`src/rtl/frp_pkg.sv`:
```
package frp_pkg;

  // Field widths fixed by the frame format.
  localparam int unsigned ByteW = 8;
  localparam int unsigned PosW  = 9;

  // Framing constants.
  localparam logic [ByteW-1:0] SyncFirst      = 8'hAA;
  localparam logic [ByteW-1:0] SyncSecond     = 8'hBB;
  localparam logic [ByteW-1:0] AddrBroadcastA = 8'hFF;
  localparam logic [ByteW-1:0] AddrBroadcastB = 8'hEE;
  localparam int unsigned      FrameOverhead  = 6;

  // Fixed byte positions at the head of a frame.
  localparam logic [PosW-1:0] PosSync1  = 9'd0;
  localparam logic [PosW-1:0] PosSync2  = 9'd1;
  localparam logic [PosW-1:0] PosSource = 9'd2;
  localparam logic [PosW-1:0] PosDest   = 9'd3;
  localparam logic [PosW-1:0] PosLength = 9'd4;

  // Per-byte outcome code.
  typedef enum logic [2:0] {
    OUT_IGNORED  = 3'd0,
    OUT_ACCEPTED = 3'd1,
    OUT_DROPPED  = 3'd2,
    OUT_GOOD     = 3'd3,
    OUT_BAD      = 3'd4
  } outcome_e;

  // One result item.
  typedef struct packed {
    outcome_e              outcome;
    logic [PosW-1:0]       byte_index;
    logic [ByteW-1:0]      byte_value;
  } result_t;

endpackage

```
`src/rtl/frp_deframe.sv`:
```
module frp_deframe #(
  parameter int unsigned FRAME_BUFFER_BYTES = 32
) (
  input  logic                       clk_i,
  input  logic                       rst_ni,
  input  logic                       take_i,
  input  logic [frp_pkg::ByteW-1:0]  rx_byte_i,
  input  logic [frp_pkg::ByteW-1:0]  local_address_i,
  output frp_pkg::result_t           result_o
);

  localparam int unsigned CmpW = frp_pkg::ByteW + 2;
  localparam logic [CmpW-1:0] MaxFrame = CmpW'(FRAME_BUFFER_BYTES);
  localparam logic [CmpW-1:0] Overhead = CmpW'(frp_pkg::FrameOverhead);

  logic [frp_pkg::PosW-1:0]  pos_q, pos_d;
  logic [frp_pkg::ByteW-1:0] len_q, len_d;
  logic [frp_pkg::ByteW-1:0] xor_q, xor_d;

  logic [frp_pkg::PosW-1:0]  last_payload_pos;
  logic [frp_pkg::PosW-1:0]  check_pos;
  logic                      dest_ok;
  logic                      len_too_big;
  frp_pkg::outcome_e         outcome;

  assign last_payload_pos = {1'b0, len_q} + frp_pkg::PosW'(4);
  assign check_pos        = {1'b0, len_q} + frp_pkg::PosW'(5);
  assign dest_ok     = (rx_byte_i == local_address_i) ||
                       (rx_byte_i == frp_pkg::AddrBroadcastA) ||
                       (rx_byte_i == frp_pkg::AddrBroadcastB);
  assign len_too_big = ({2'b00, rx_byte_i} + Overhead) > MaxFrame;

  // Decide the outcome of this byte and the next frame state.
  always_comb begin
    outcome = frp_pkg::OUT_ACCEPTED;
    pos_d   = pos_q;
    len_d   = len_q;
    xor_d   = xor_q;
    if (pos_q == frp_pkg::PosSync1) begin
      if (rx_byte_i == frp_pkg::SyncFirst) begin
        xor_d = '0;
        pos_d = frp_pkg::PosSync2;
      end else begin
        outcome = frp_pkg::OUT_IGNORED;
      end
    end else if (pos_q == frp_pkg::PosSync2) begin
      if (rx_byte_i == frp_pkg::SyncSecond) begin
        pos_d = frp_pkg::PosSource;
      end else begin
        outcome = frp_pkg::OUT_DROPPED;
      end
    end else if (pos_q == frp_pkg::PosSource) begin
      xor_d = rx_byte_i;
      pos_d = frp_pkg::PosDest;
    end else if (pos_q == frp_pkg::PosDest) begin
      if (dest_ok) begin
        xor_d = xor_q ^ rx_byte_i;
        pos_d = frp_pkg::PosLength;
      end else begin
        outcome = frp_pkg::OUT_DROPPED;
      end
    end else if (pos_q == frp_pkg::PosLength) begin
      if (len_too_big) begin
        outcome = frp_pkg::OUT_DROPPED;
      end else begin
        len_d = rx_byte_i;
        xor_d = xor_q ^ rx_byte_i;
        pos_d = pos_q + frp_pkg::PosW'(1);
      end
    end else if (pos_q <= last_payload_pos) begin
      xor_d = xor_q ^ rx_byte_i;
      pos_d = pos_q + frp_pkg::PosW'(1);
    end else if (pos_q == check_pos) begin
      outcome = (xor_q == rx_byte_i) ? frp_pkg::OUT_GOOD : frp_pkg::OUT_BAD;
    end else begin
      // Position past the check byte cannot be reached; recover anyway.
      outcome = frp_pkg::OUT_DROPPED;
    end

    // Every end of frame, good or not, returns to hunting.
    if (outcome == frp_pkg::OUT_DROPPED || outcome == frp_pkg::OUT_GOOD ||
        outcome == frp_pkg::OUT_BAD) begin
      pos_d = '0;
      len_d = '0;
      xor_d = '0;
    end
  end

  assign result_o.outcome    = outcome;
  assign result_o.byte_index = pos_q;
  assign result_o.byte_value = rx_byte_i;

  // Frame state advances once per accepted transaction.
  always_ff @(posedge clk_i or negedge rst_ni) begin
    if (!rst_ni) begin
      pos_q <= '0;
      len_q <= '0;
      xor_q <= '0;
    end else if (take_i) begin
      pos_q <= pos_d;
      len_q <= len_d;
      xor_q <= xor_d;
    end
  end

endmodule

```
`src/rtl/frp_out_reg.sv`:
```
module frp_out_reg (
  input  logic              clk_i,
  input  logic              rst_ni,
  input  logic              load_i,
  input  frp_pkg::result_t  result_i,
  input  logic              out_ready_i,
  output logic              can_load_o,
  output logic              out_valid_o,
  output frp_pkg::result_t  result_o
);

  logic             valid_q;
  frp_pkg::result_t data_q;

  // A new result may enter when the register is empty or being drained.
  assign can_load_o = !valid_q || out_ready_i;

  always_ff @(posedge clk_i or negedge rst_ni) begin
    if (!rst_ni) begin
      valid_q <= 1'b0;
    end else if (can_load_o) begin
      valid_q <= load_i;
    end
  end

  // Payload needs no reset.
  always_ff @(posedge clk_i) begin
    if (load_i) begin
      data_q <= result_i;
    end
  end

  assign out_valid_o = valid_q;
  assign result_o    = data_q;

endmodule

```
`src/rtl/framed_packet_receiver_xor_check_top.sv`:
```
// Framed packet receiver with XOR check. Each received byte is one input
// transaction and yields exactly one result transaction: the outcome
// (ignored, accepted, dropped, good, check failed), the byte's position in
// the frame and the byte itself. Frames are AA BB, source, destination,
// length, payload, check; the check must equal the XOR of source through
// the last payload byte. A frame whose length plus six exceeds
// FRAME_BUFFER_BYTES, or whose destination is not the local address, FF or
// EE, is dropped. One byte is taken every cycle: the frame state updates in
// the accept cycle and the result appears from the output register in the
// next cycle; the input stalls only while that register holds a result
// that is not being taken. Write local_address only while no transaction
// is in flight.
module framed_packet_receiver_xor_check_top #(
  parameter int unsigned FRAME_BUFFER_BYTES = 32
) (
  input  logic                       clk_i,
  input  logic                       rst_ni,
  input  logic                       cfg_we_i,
  input  logic [frp_pkg::ByteW-1:0]  cfg_wdata_i,
  input  logic                       in_valid_i,
  output logic                       in_ready_o,
  input  logic [frp_pkg::ByteW-1:0]  rx_byte_i,
  output logic                       out_valid_o,
  input  logic                       out_ready_i,
  output logic [2:0]                 outcome_o,
  output logic [frp_pkg::PosW-1:0]   byte_index_o,
  output logic [frp_pkg::ByteW-1:0]  byte_value_o
);

  logic [frp_pkg::ByteW-1:0] local_address_q;
  logic                      take;
  frp_pkg::result_t          step_result;
  frp_pkg::result_t          out_result;

  // Local address register.
  always_ff @(posedge clk_i or negedge rst_ni) begin
    if (!rst_ni) begin
      local_address_q <= '0;
    end else if (cfg_we_i) begin
      local_address_q <= cfg_wdata_i;
    end
  end

  assign take = in_valid_i && in_ready_o;

  frp_deframe #(
    .FRAME_BUFFER_BYTES(FRAME_BUFFER_BYTES)
  ) u_deframe (
    .clk_i           (clk_i),
    .rst_ni          (rst_ni),
    .take_i          (take),
    .rx_byte_i       (rx_byte_i),
    .local_address_i (local_address_q),
    .result_o        (step_result)
  );

  frp_out_reg u_out_reg (
    .clk_i       (clk_i),
    .rst_ni      (rst_ni),
    .load_i      (take),
    .result_i    (step_result),
    .out_ready_i (out_ready_i),
    .can_load_o  (in_ready_o),
    .out_valid_o (out_valid_o),
    .result_o    (out_result)
  );

  assign outcome_o    = out_result.outcome;
  assign byte_index_o = out_result.byte_index;
  assign byte_value_o = out_result.byte_value;

  // Every accepted byte produces a result in the next cycle.
  assert property (@(posedge clk_i) disable iff (!rst_ni)
    take |=> out_valid_o)
    else $error("accepted byte produced no result");

  // A result transaction echoes the byte that was accepted.
  assert property (@(posedge clk_i) disable iff (!rst_ni)
    take |=> byte_value_o == $past(rx_byte_i))
    else $error("echoed byte differs from accepted byte");

  // Ignored bytes only occur while hunting, at position zero.
  assert property (@(posedge clk_i) disable iff (!rst_ni)
    (out_valid_o && outcome_o == frp_pkg::OUT_IGNORED) |-> byte_index_o == '0)
    else $error("ignored byte reported outside hunting");

  // A check result can only come after the frame header.
  assert property (@(posedge clk_i) disable iff (!rst_ni)
    (out_valid_o && (outcome_o == frp_pkg::OUT_GOOD || outcome_o == frp_pkg::OUT_BAD))
      |-> byte_index_o >= frp_pkg::PosW'(5))
    else $error("check outcome at a header position");

endmodule

```
`config.mk`:
```
export PLATFORM = sky130hd
export DESIGN_NAME = framed_packet_receiver_xor_check_top
export DESIGN_NICKNAME = d
export VERILOG_FILES = /design/src/rtl/frp_pkg.sv /design/src/rtl/frp_deframe.sv /design/src/rtl/frp_out_reg.sv /design/src/rtl/framed_packet_receiver_xor_check_top.sv
export SDC_FILE = /design/constraint.sdc
export NUM_CORES = 1
export LEC_CHECK = 0
export BUFFER_PORTS_ARGS = -buffer_cell sky130_fd_sc_hd__buf_2
export CAP_MARGIN = 20
export CORE_MARGIN = 2
export CORE_UTILIZATION = 35
export CTS_CLUSTER_DIAMETER = 50
export CTS_CLUSTER_SIZE = 10
export DETAILED_ROUTE_END_ITERATION = 10
export GPL_TIMING_DRIVEN = 0
export MAX_ROUTING_LAYER = met4
export PLACE_DENSITY = 0.64
export SYNTH_ARGS = -nofsm -noshare
export SYNTH_HDL_FRONTEND = slang
export SYNTH_HIERARCHICAL = 1
export SYNTH_SLANG_ARGS = --single-unit
```
`constraint.sdc`:
```
create_clock -name clk_i -period 2.95 [get_ports clk_i]
set_clock_uncertainty 0.05 [all_clocks]
set_input_delay 0.295 -clock clk_i [delete_from_list [all_inputs] [get_ports clk_i]]
set_output_delay 0.295 -clock clk_i [all_outputs]
set_load 0.05 [all_outputs]
```
After elaboration in Yosys (flattened, before gate mapping)

Cells that the tools add are included.

Bits in registers: 54
Input port bits: 21
Output and inout port bits: 22
Word-level logic and storage cells: 95

$add $sub $neg: 4
$lt $le $gt $ge: 2
Equality and inequality tests: 26
Multiplexer cells: 40
Bitwise logic cells: 1
Reductions and logical operators: 14

Operators by type and width:

| cell                  | count |
|---|---|
| $mux W8               | 17 |
| $mux W9               | 11 |
| $eq A8 B8 Y1 const B  | 4 |
| $add A8 B3 Y9 const B | 3 |
| $mux W3               | 8 |
| $eq A9 B2 Y1 const B  | 2 |
| $eq A8 B8 Y1          | 2 |
| $reduce_and A6 Y1     | 2 |
| $gt A10 B6 Y1 const B | 1 |
| $ne A2 B2 Y1 const B  | 5 |
| $add A9 B1 Y9 const B | 1 |
| $eq A9 B1 Y1 const B  | 1 |
| $eq A9 B3 Y1 const B  | 1 |
| $eq A9 B9 Y1          | 1 |
| $le A9 B9 Y1          | 1 |
| $logic_not A9 Y1      | 1 |
| $xor A8 B8 Y8         | 1 |
| $ne A7 B7 Y1 const B  | 1 |
| $reduce_and A7 Y1     | 1 |
| $reduce_bool A7 Y1    | 1 |
| $eq A3 B2 Y1 const B  | 2 |
| $mux W2               | 3 |
| $ne A6 B2 Y1 const B  | 1 |
| $ne A6 B6 Y1 const B  | 1 |
| 11 further kinds      | 15 |

Depth between registers and ports, before layout

Gate-level depths: netlist of the first run.

Depth after elaboration: 14
Depth in mapped cells: 14
Depth with buffers taken out: 12

Modules after synthesis

Netlist of the first run, hierarchy kept.

By module, submodules not included:

| module                               | times used | cells each | area an instance (um^2) | seq. area each (um^2) |
|---|---|---|---|---|
| frp_deframe                          | 1          | 323        | 2743.9                  | 625.6 |
| frp_out_reg                          | 1          | 23         | 648.1                   | 625.6 |
| framed_packet_receiver_xor_check_top | 1          | 18         | 337.8                   | 200.2 |

Least setup slack after synthesis of the first run

Ideal clock, no wire load.

Path type: flip-flop to flip-flop
Start: register u_deframe/len_q[2] in the netlist's numbering
End: register u_deframe/len_q[0] in the netlist's numbering
Setup time: 121 ps
Arrival: 2801 ps
Data required time: 2779 ps
Path slack: -22 ps
Cell stages (with the launch flop): 14
Buffers on the path: 1
Cell sequence: dfrtp_1 -> ha_1 -> nand2_1 -> xor2_1 -> ha_1 -> o21ai_0 -> a21oi_1 -> o21ai_0 -> a21oi_1 -> nand2_1 -> nor3_1 -> clkbuf_8 -> o41ai_4 -> a22o_1

Word-level cells in the longest chain between the ends: 14
Elaborated cells on any way between the ends: 24
Those cells by class: add/sub: 2; order compare: 1; eq/ne: 9; mux: 8; reduce/logical: 4

Ends and longest elaborated chain:

| what                                                                  | line               | source |
|---|---|---|
| start, declared                                                       | frp_deframe.sv:17  | `logic [frp_pkg::ByteW-1:0] len_q, len_d;` |
| start signal, assigned                                                | frp_deframe.sv:101 | `len_q <= len_d;` |
| parallel branches: the longest is 3 deep, another holds $add A8 B3 Y9 | --                 |  |
| $mux W3 (*)                                                           | frp_deframe.sv:70  | `end else if (pos_q <= last_payload_pos) begin` |
| $mux W3 (*)                                                           | frp_deframe.sv:62  | `end else if (pos_q == frp_pkg::PosLength) begin` |
| $mux W3 (*)                                                           | frp_deframe.sv:55  | `end else if (pos_q == frp_pkg::PosDest) begin` |
| $mux W3 (*)                                                           | frp_deframe.sv:52  | `end else if (pos_q == frp_pkg::PosSource) begin` |
| $mux W3 (*)                                                           | frp_deframe.sv:46  | `end else if (pos_q == frp_pkg::PosSync2) begin` |
| $mux W3 (*)                                                           | frp_deframe.sv:39  | `if (pos_q == frp_pkg::PosSync1) begin` |
| $eq A3 B2 Y1                                                          | frp_deframe.sv:81  | `if (outcome == frp_pkg::OUT_DROPPED \|\| outcome == frp_pkg::OUT_GOOD \|\|` |
| $logic_or A1 B1 Y1                                                    | frp_deframe.sv:81  |  |
| $logic_or A1 B1 Y1 (*)                                                | frp_deframe.sv:81  |  |
| $ne A2 B2 Y1 (no source line) or $reduce_bool A2 Y1 (tied branches)   | --                 |  |
| $reduce_and A7 Y1 (no source line)                                    | --                 |  |

Mark *: on every way between the ends.
A chain may end at the register's enable or synchronous reset.

Final worst setup path of the first run

Start: register u_deframe/len_q[3] in the netlist's numbering
End: register u_deframe/pos_q[0] in the netlist's numbering

Word-level cells in the longest chain between the ends: 14
Elaborated cells on any way between the ends: 23
Those cells by class: add/sub: 2; order compare: 1; eq/ne: 8; mux: 8; reduce/logical: 4

Ends and longest elaborated chain:

| what                                                                   | line               | source |
|---|---|---|
| parallel branches: the longest is 14 deep, another holds $add A8 B3 Y9 | --                 |  |
| end signal, assigned                                                   | frp_deframe.sv:100 | `pos_q <= pos_d;` |
| end, declared                                                          | frp_deframe.sv:16  | `logic [frp_pkg::PosW-1:0] pos_q, pos_d;` |

Parallel ways; which one is timed is not known.

==> flow_metrics.tcl, run 1 <==
set metrics [dict create \
    outcome "complete, but fails checks" \
    violations "setup timing" \
    slew_viol_final 0 \
    endpoint_kind "register" \
    dp.cells 535 \
    cts-htree-levels 2 \
    fin_nets 474 \
    antenna_found_initial 0 \
    syn_inst 364 \
    drt_iter0_markers 126 \
    synth_edf_count 20 \
    cp.arrival_ns 3.14 \
    hold_class "input port to async pin" \
    finalHoldViolCount 0 \
    grt_pass1_wl_um 14400 \
    ys_async_sr_fraction_pct 63.0 \
    fin_setup_tns_ns -0.0113 \
    drive_above_1_share_pct 40.4 \
    ys.flop_type "dfrtp_1" \
    ys_seq_area_share_pct 38.9 \
    finalWirelength_um 9370 \
    first_pass_iters 4 \
    numPortBuffers 34 \
    post-route-util_pct 46.8 \
    die_h_um 107 \
    syn_area_mm2 0.00373 \
    fin_area_mm2 0.00483 \
    timing.final.crit_share_pct 100 \
    syn_to_final_growth_pct 29.6 \
    synth_warnings 6 \
    antenna_left 0 \
    cts_made_buffers 5 \
    cp_max_fo 4 \
    core.rowCount 37 \
    gp_congestion 0.905 \
    initial_utilization_pct 36.1 \
    fillers 967 \
    die_w_um 107 \
    grt_pass1_vias 2882 \
    grt_max_degree 35 \
    slew-limit-headroom_pct 45.6 \
    cts.reportedPaths.clkPinSlew_ns 0.11 \
    placed_cell_area_mm2 0.00410 \
    critPathMaxStageDelay_ns 0.54 \
    antenna_cells 0 \
    grtUsageTotal_pct 16.1 \
    power.leakage_nw 1.96 \
    ys_ff_latch 54 \
    p_total_mw 4.17 \
    ys_types 67 \
    timing.final.crit_period_ns 2.96 \
    place_ws_ns -0.446 \
    whs_ns 0.00395 \
    wl_per_cell_um 16.4 \
    stdcell_count 572 \
    cts.sinks 54 \
    grt-ovfl-total 0 \
    avgSynthCellArea_um2 10.2 \
    io_pins 43 \
    critPathKind "register to register" \
    viasPerCell 5.35 \
    startpoint_type "register" \
    dp_hpwl_um 6140 \
    cp.required_ns 3.13 \
    setup_slack_ns -0.00747 \
    crit_chain "buf_4 -> nand2_2 -> o21ba_1 -> o21a_1 -> o31a_1 -> or4_4 -> and3_4 -> or4b_4 -> a21oi_2" \
    rsz0062_at_grt "true" \
    clock_latency_ns 0.32 \
    critPathSlowestCell "or4_4" \
    power_density_mw_per_mm2 862 \
    max_freq_mhz 338 \
    cts_root_buf "clkbuf_8" \
    setup_viol 2 \
    fp.coreArea_mm2 0.0103 \
    syn-num-nets 403 \
    tightestPinTransition_ns 0.816 \
    fp.dieArea_mm2 0.0115 \
    maxCapViolCount 0 \
    peakVddDrop_mv 0.422 \
    cts.path.max_buffers 2 \
    tritoncts "yes" \
    drc 0 \
    vias 3058 \
]
[layout by cell type, fill, tap and decap left out, types with 12 or more instances in the layout]
master and count:
a21oi_1 15, buf_2 36, inv_1 13, edfxtp_1 20, nor2_1 18, xnor2_1 23, ha_1 12, nand2_1 26
buf_4 28, dfrtp_1 30
[report_power, final]
part / total, mW / switching (mW) / internal (mW) / leakage (nW)
Sequential: 1.17 / 0.194 / 0.978 / 0.617
Combinational: 2.55 / 1.35 / 1.20 / 1.30
Clock: 0.444 / 0.272 / 0.172 / 0.0447
[registers in the layout (all words and copies together) (netlist names)]
name	cells
u_deframe/xor_q	8
local_address_q	8
u_out_reg/out_valid_o	1
u_deframe/pos_q	9
u_deframe/len_q	8
u_out_reg/result_o	20
[cell families (layout without fill, tap and decap cells)]
group | after synthesis | in the layout | synth area share (%)
AO/OA/AOI/OAI | 82 | 82 | 17.4
XOR/XNOR | 31 | 31 | 7.28
adder cells (fa/ha/maj) | 18 | 18 | 6.04
buffers and inverters | 43 | 115 | 7.78
flip-flops | 54 | 54 | 38.9
multiplexers | 10 | 10 | 3.76
AND/OR/NAND/NOR | 126 | 126 | 18.8
[synth_stat cells (all sizes together) (4+ instances only)]
library cell	number	share of area, %
dfrtp	34	23
nand2	31	3.1
xnor2	25	5.9
a21oi	20	2.8
edfxtp	20	16
nor2	19	1.9
ha	18	6.0
buf	15	3.1
clkbuf	14	3.3
inv	14	1.4
nand3	14	1.9
nor3	10	1.6
or2	10	1.7
a31oi	9	1.5
a32o	8	2.1
mux2	8	3.2
nand4	8	1.3
a22o	7	1.6
and2	7	1.2
o21ai	6	0.81
xor2	6	1.4
a21o	5	1.0
a2111oi	4	1.1
nand2b	4	0.94
o41ai	4	1.9
or3	4	0.70
[final cells by class]
type / instances / area [um^2] / area share, %
clock inverters: 3 / 25.0 / 0.518
clock buffers: 5 / 68.8 / 1.42
multi-input cells: 267 / 2310 / 47.8
flip-flops and latches: 54 / 1460 / 30.1
well taps: 136 / 170 / 3.52
repair buffers: 66 / 512 / 10.6
inverters: 14 / 52.6 / 1.09
plain buffers: 27 / 239 / 4.94
[final timing paths]
kind / start / endpoint / slack (ns) / cells after the start
min reg2reg: u_deframe/pos_q[5] / u_out_reg/result_o[13] / 0.45 / 0
max in group asynchronous: rst_ni / u_deframe/pos_q[0] / 2.26 / 1
max reg2reg: u_deframe/len_q[3] / u_deframe/pos_q[0] / -0.007 / 9
min: rst_ni / u_deframe/len_q[6] / 0.004 / 1
min in group clk_i: rx_byte_i[0] / u_out_reg/result_o[0] / 0.09 / 1
max: u_deframe/len_q[3] / u_deframe/pos_q[0] / -0.007 / 9
[worst max-delay path, delay by kind of cell (launching register included)]
kind	cells	cell delay (ns)
DFF	1	0.48
AOI/OAI and AO/OA	4	0.84
buffers and inverters	1	0.15
and+or+nand+nor	4	1.36
[metal layers]
metal	share of wire [%]	track usage, %	wire [um]
met5	0	-	0
met4	2.4	5.29	223
met3	4.5	2.80	420
met2	50	26.5	4720
met1	43	20.2	4010
[repair_timing]
item                       CTS  global route
setup buffers               16            15
hold buffers                 0             0
setup endpoints to repair   28            27
gates cloned                 0             1
pin swaps                    7            37
gates resized for setup     14            65
No activity file was read; power rests on OpenSTA's default activity.
==> inputs of run 2 (changes only) <==
Settings changed: CORE_ASPECT_RATIO from default to 0.9.
==> run 2 against run 1 <==
The run still ends with setup timing left. Cell count is 1.4% lower. Power is 2.1% lower. Die area about the same. Sequential share of layout area rose by 0.85 points. Register-to-register slack lost 0.04 ns. Largest cell class unchanged. Largest power group unchanged. Sequential cell count unchanged. Clock power rose by 58%. Wire length shrank 1.8%. Setup slack worse by 0.039 ns.
==> flow_metrics.tcl, run 2 (synthesis results as in run 1) <==
set metrics [dict create \
    critPathMaxStageDelay_ns 0.53 \
    startpoint_type "register" \
    drc 0 \
    drive_above_1_share_pct 35.9 \
    cts-htree-levels 2 \
    rsz0062_at_grt "true" \
    slew_viol_final 0 \
    power_density_mw_per_mm2 866 \
    antenna_left 0 \
    largest_reg_flops 20 \
    place_ws_ns -0.382 \
    grt_pass1_vias 2932 \
    fp.dieArea_mm2 0.0115 \
    tritoncts "yes" \
    whs_ns 0.0295 \
    pwr-share-clk_pct 17.2 \
    fin_setup_tns_ns -0.313 \
    antenna_cells 0 \
    p_total_mw 4.08 \
    combPwrFrac_pct 54.3 \
    cp_max_fo 8 \
    switching_share_pct 41.8 \
    fin_nets 473 \
    die_w_um 113 \
    cts.path.max_buffers 2 \
    setup_viol 8 \
    drt_iter0_markers 151 \
    cts.sinks 54 \
    viasPerCell 5.47 \
    die_h_um 102 \
    first_pass_iters 5 \
    timing.final.crit_period_ns 3.00 \
    cts_made_buffers 5 \
    outcome "complete, but fails checks" \
    tightestPinTransition_ns 0.830 \
    seqPwrFrac_pct 28.5 \
    dp.cells 528 \
    critPathSlowestCell "or4_1" \
    grt_pass1_wl_um 14600 \
    cts_root_buf "clkbuf_16" \
    p_int_mw 2.38 \
    maxCapViolCount 0 \
    post-route-util_pct 45.8 \
    core.rowCount 35 \
    antenna_found_initial 0 \
    initial_utilization_pct 36.2 \
    grt-ovfl-total 0 \
    gp_congestion 0.845 \
    power.leakage_nw 1.93 \
    cp.arrival_ns 3.18 \
    fp.coreArea_mm2 0.0103 \
    syn_to_final_growth_pct 26.3 \
    slew-limit-headroom_pct 44.6 \
    wl_per_cell_um 16.3 \
    grt_max_degree 35 \
    hold_class "input port to async pin" \
    layout_common_cells "36 x buf_2, 33 x buf_4, 28 x dfrtp_1" \
    violations "setup timing" \
    p_switching_mw 1.70 \
    vias 3087 \
    cp.required_ns 3.14 \
    crit_family "simple AND/OR/NAND/NOR gates" \
    crit_buf_inv 4 \
    endpoint_kind "register" \
    critPathKind "register to register" \
    fin_area_mm2 0.00471 \
    setup_slack_ns -0.0466 \
    numPortBuffers 34 \
    finalWirelength_um 9210 \
    grtUsageTotal_pct 16.2 \
    dp_hpwl_um 6200 \
    cts.reportedPaths.clkPinSlew_ns 0.08 \
    finalHoldViolCount 0 \
    stdcell_count 564 \
    crit_chain "buf_4 -> a21oi_4 -> buf_4 -> nor4b_2 -> nor3_1 -> o31a_1 -> or4_1 -> and3_4 -> buf_4 -> o41ai_4 -> buf_6 -> a22o_1" \
    max_freq_mhz 334 \
    timing.final.crit_share_pct 102 \
    placed_cell_area_mm2 0.00409 \
    io_pins 43 \
    hold_buffers 0 \
    final_common_cell "buf_2" \
    peakVddDrop_mv 0.450 \
    clock_latency_ns 0.30 \
    cp_common_cell "buf_4" \
]
==> run 2: cell count changes in the layout (fill, tap and decap cells not counted), moves of 4 or more <==
| cell | delta |
|---|---|
| a31oi_1 | +4 |
| a31oi_2 | -4 |
| buf_4 | +5 |
| buf_6 | -4 |
| clkbuf_16 | +4 |
| clkbuf_8 | -5 |
| or2_2 | +7 |
| or2_4 | -7 |
==> run 2: repair_timing <==
item / in CTS / in global routing
setup buffers: 15 / 16
setup endpoints to repair: 27 / 27
pin swaps: 8 / 12
resized for setup: 18 / 28
==> run 2: worst paths after layout <==
| kind | start | slack, ns | cells after the start | end |
|---|---|---|---|---|
| setup / recovery | u_deframe/len_q[2] | -0.05 | 12 | u_deframe/len_q[0] |
| hold / removal | rst_ni | 0.03 | 1 | u_deframe/pos_q[5] |
| setup reg to reg | u_deframe/len_q[2] | -0.05 | 12 | u_deframe/len_q[0] |
| hold reg to reg | u_deframe/pos_q[6] | 0.44 | 0 | u_out_reg/result_o[14] |
| max in group asynchronous | rst_ni | 2.23 | 1 | u_deframe/len_q[0] |
| min in group clk_i | rx_byte_i[2] | 0.12 | 1 | u_out_reg/result_o[2] |
==> run 2: metal layers <==
| layer | wire [um] | global-route usage [%] | up-vias |
|---|---|---|---|
| met3 | 504 | 2.91 | 16 |
| li1 | - | - | 1481 |
| met1 | 4030 | 21.0 | 1476 |
| met2 | 4540 | 26.6 | 114 |
| met5 | 0 | - | - |
| met4 | 127 | 4.03 | 0 |
==> run 2: cell type report <==
| type | count | area (um^2) |
|---|---|---|
| timing repair buffer | 64 | 439 |
| clock buffer | 5 | 125 |
| clock inverter | 3 | 47.5 |
| tap | 129 | 161 |
| sequential | 54 | 1460 |
| inverter | 14 | 52.6 |
| multi-input combinational | 267 | 2180 |
| buffer | 28 | 243 |
| fill | 947 | 5580 |
==> run 2: power by group through the flow <==
stage	sequential, mW	clock, mW	combinational (mW)
floorplan	1.29	0	1.26
global placement	1.16	0	1.77
detailed placement	1.17	0	1.81
CTS	1.16	0.713	2.03
global route	1.19	0.734	2.40
finish	1.16	0.700	2.22
==> inputs of run 3 (changes only) <==
Settings changed: RECOVER_POWER from default to 25.
==> run 3 against run 2 <==
The run ends with capacitance limit, slew limit, setup timing left. First-iteration DRC count down 9.9%. Clock power barely moved. Cell area shrank 0.32%. Combinational power about the same. Sequential share of layout area grew 0.072 points.
==> flow_metrics.tcl, run 3 (synthesis results as in run 1) <==
set metrics [dict create \
    finalHoldViolCount 0 \
    layout_common_cells "34 x buf_2, 29 x dfrtp_1, 27 x nand2_1" \
    gp_congestion 0.845 \
    clock_latency_ns 0.30 \
    multi_input_area_mm2 0.00217 \
    initial_utilization_pct 36.2 \
    violations "capacitance limit, slew limit, setup timing" \
    max_freq_mhz 334 \
    outcome "complete, but fails checks" \
    drc 0 \
    post-route-util_pct 45.6 \
    largest_reg_flops 20 \
    cts-htree-levels 2 \
    vias 3120 \
    grt-ovfl-total 0 \
    fp.dieArea_mm2 0.0115 \
    setup_viol 8 \
    power.leakage_nw 1.91 \
    hold_class "input port to register" \
    tightestPinTransition_ns 1.95 \
    core.rowCount 35 \
    maxCapViolCount 1 \
    r2r_cells 12 \
    power_density_mw_per_mm2 870 \
    cts.sinks 54 \
    finalWirelength_um 9300 \
    fin_setup_tns_ns -0.306 \
    final_common_cell "buf_2" \
    first_pass_iters 5 \
    rsz0062_at_grt "true" \
    holdPathStages 1 \
    timing.final.crit_share_pct 102 \
    peakVddDrop_mv 0.452 \
    critPathKind "register to register" \
    antenna_left 0 \
    cp.arrival_ns 3.18 \
    drive_above_1_share_pct 34.5 \
    grtUsageTotal_pct 16.2 \
    fp.coreArea_mm2 0.0103 \
    grt_pass1_vias 2932 \
    numPortBuffers 34 \
    grt_pass1_wl_um 14600 \
    die_w_um 113 \
    slew_viol_final 35 \
    fin_area_mm2 0.00469 \
    die_h_um 102 \
    slew-limit-headroom_pct -30.1 \
    cp_max_fo 8 \
    antenna_cells 0 \
    p_total_mw 4.08 \
    setup_slack_ns -0.0459 \
    cp.required_ns 3.14 \
    grt_max_degree 35 \
    drt_iter0_markers 136 \
    stdcell_count 564 \
    placed_cell_area_mm2 0.00409 \
    startpoint_type "register" \
    cts_made_buffers 5 \
    timing.final.crit_period_ns 3.00 \
    dp.cells 528 \
    wl_per_cell_um 16.5 \
    cts_root_buf "clkbuf_16" \
    syn_to_final_growth_pct 25.9 \
    cts.reportedPaths.clkPinSlew_ns 0.08 \
    whs_ns 0.139 \
    viasPerCell 5.53 \
    fin_nets 473 \
    io_pins 43 \
    dp_hpwl_um 6200 \
    endpoint_kind "register" \
    antenna_found_initial 0 \
    fillers 950 \
    regArea_mm2 0.00146 \
    place_ws_ns -0.382 \
    cts.path.max_buffers 2 \
    tritoncts "yes" \
]
==> run 3: cell count changes in the layout (fill, tap and decap cells not counted), sizes merged <==
cell | before | now
clkbuf | 17 | 26
buf | 80 | 71
==> run 3: layer usage <==
| layer | vias to the layer above | wire length (um) | track usage [%] |
|---|---|---|---|
| li1 | 1480 | - | - |
| met1 | 1496 | 4040 | 21.0 |
| met2 | 123 | 4540 | 26.6 |
| met3 | 21 | 561 | 2.91 |
| met4 | 0 | 152 | 4.03 |
| met5 | - | 0 | - |
==> run 3: power breakdown <==
group / internal, mW / switching (mW) / leakage [nW]
sequential: 0.978 / 0.184 / 0.614
combinational: 0.984 / 1.24 / 1.21
clock: 0.407 / 0.292 / 0.0848
==> run 3: critical path, stage by stage, from the launching register on <==
cell and delay (ns):
dfrtp_2 0.44, buf_4 0.15, a21oi_4 0.04, buf_4 0.15
nor4b_2 0.24, nor3_1 0.08, o31a_1 0.26, or4_1 0.52
and3_4 0.22, buf_4 0.14, o41ai_4 0.31, buf_6 0.18
a22o_1 0.14
==> run 3: path summary, 6_finish.rpt <==
check	from	to	slack [ns]
worst max-delay path	u_deframe/len_q[2]	u_deframe/len_q[1]	-0.05
worst min-delay path	rx_byte_i[2]	u_out_reg/result_o[2]	0.14
worst max register to register	u_deframe/len_q[2]	u_deframe/len_q[1]	-0.05
worst min register to register	u_deframe/pos_q[6]	u_out_reg/result_o[14]	0.44
max in group asynchronous	rst_ni	u_deframe/len_q[1]	1.09
min in group asynchronous	rst_ni	u_deframe/pos_q[5]	0.48
==> run 3: cell type report <==
class	count	area share [%]
multi-input cells	267	46.2
flip-flops and latches	54	31.1
well taps	129	3.44
clock inverters	3	1.01
inverters	14	1.12
clock buffers	5	2.67
repair buffers	64	9.30
plain buffers	28	5.17
==> run 3: timing repair <==
item,in CTS,in global routing
endpoints found under the setup margin,27,27
pin swaps,8,12
setup buffers,15,16
resized for setup,18,28
hold buffers,0,0
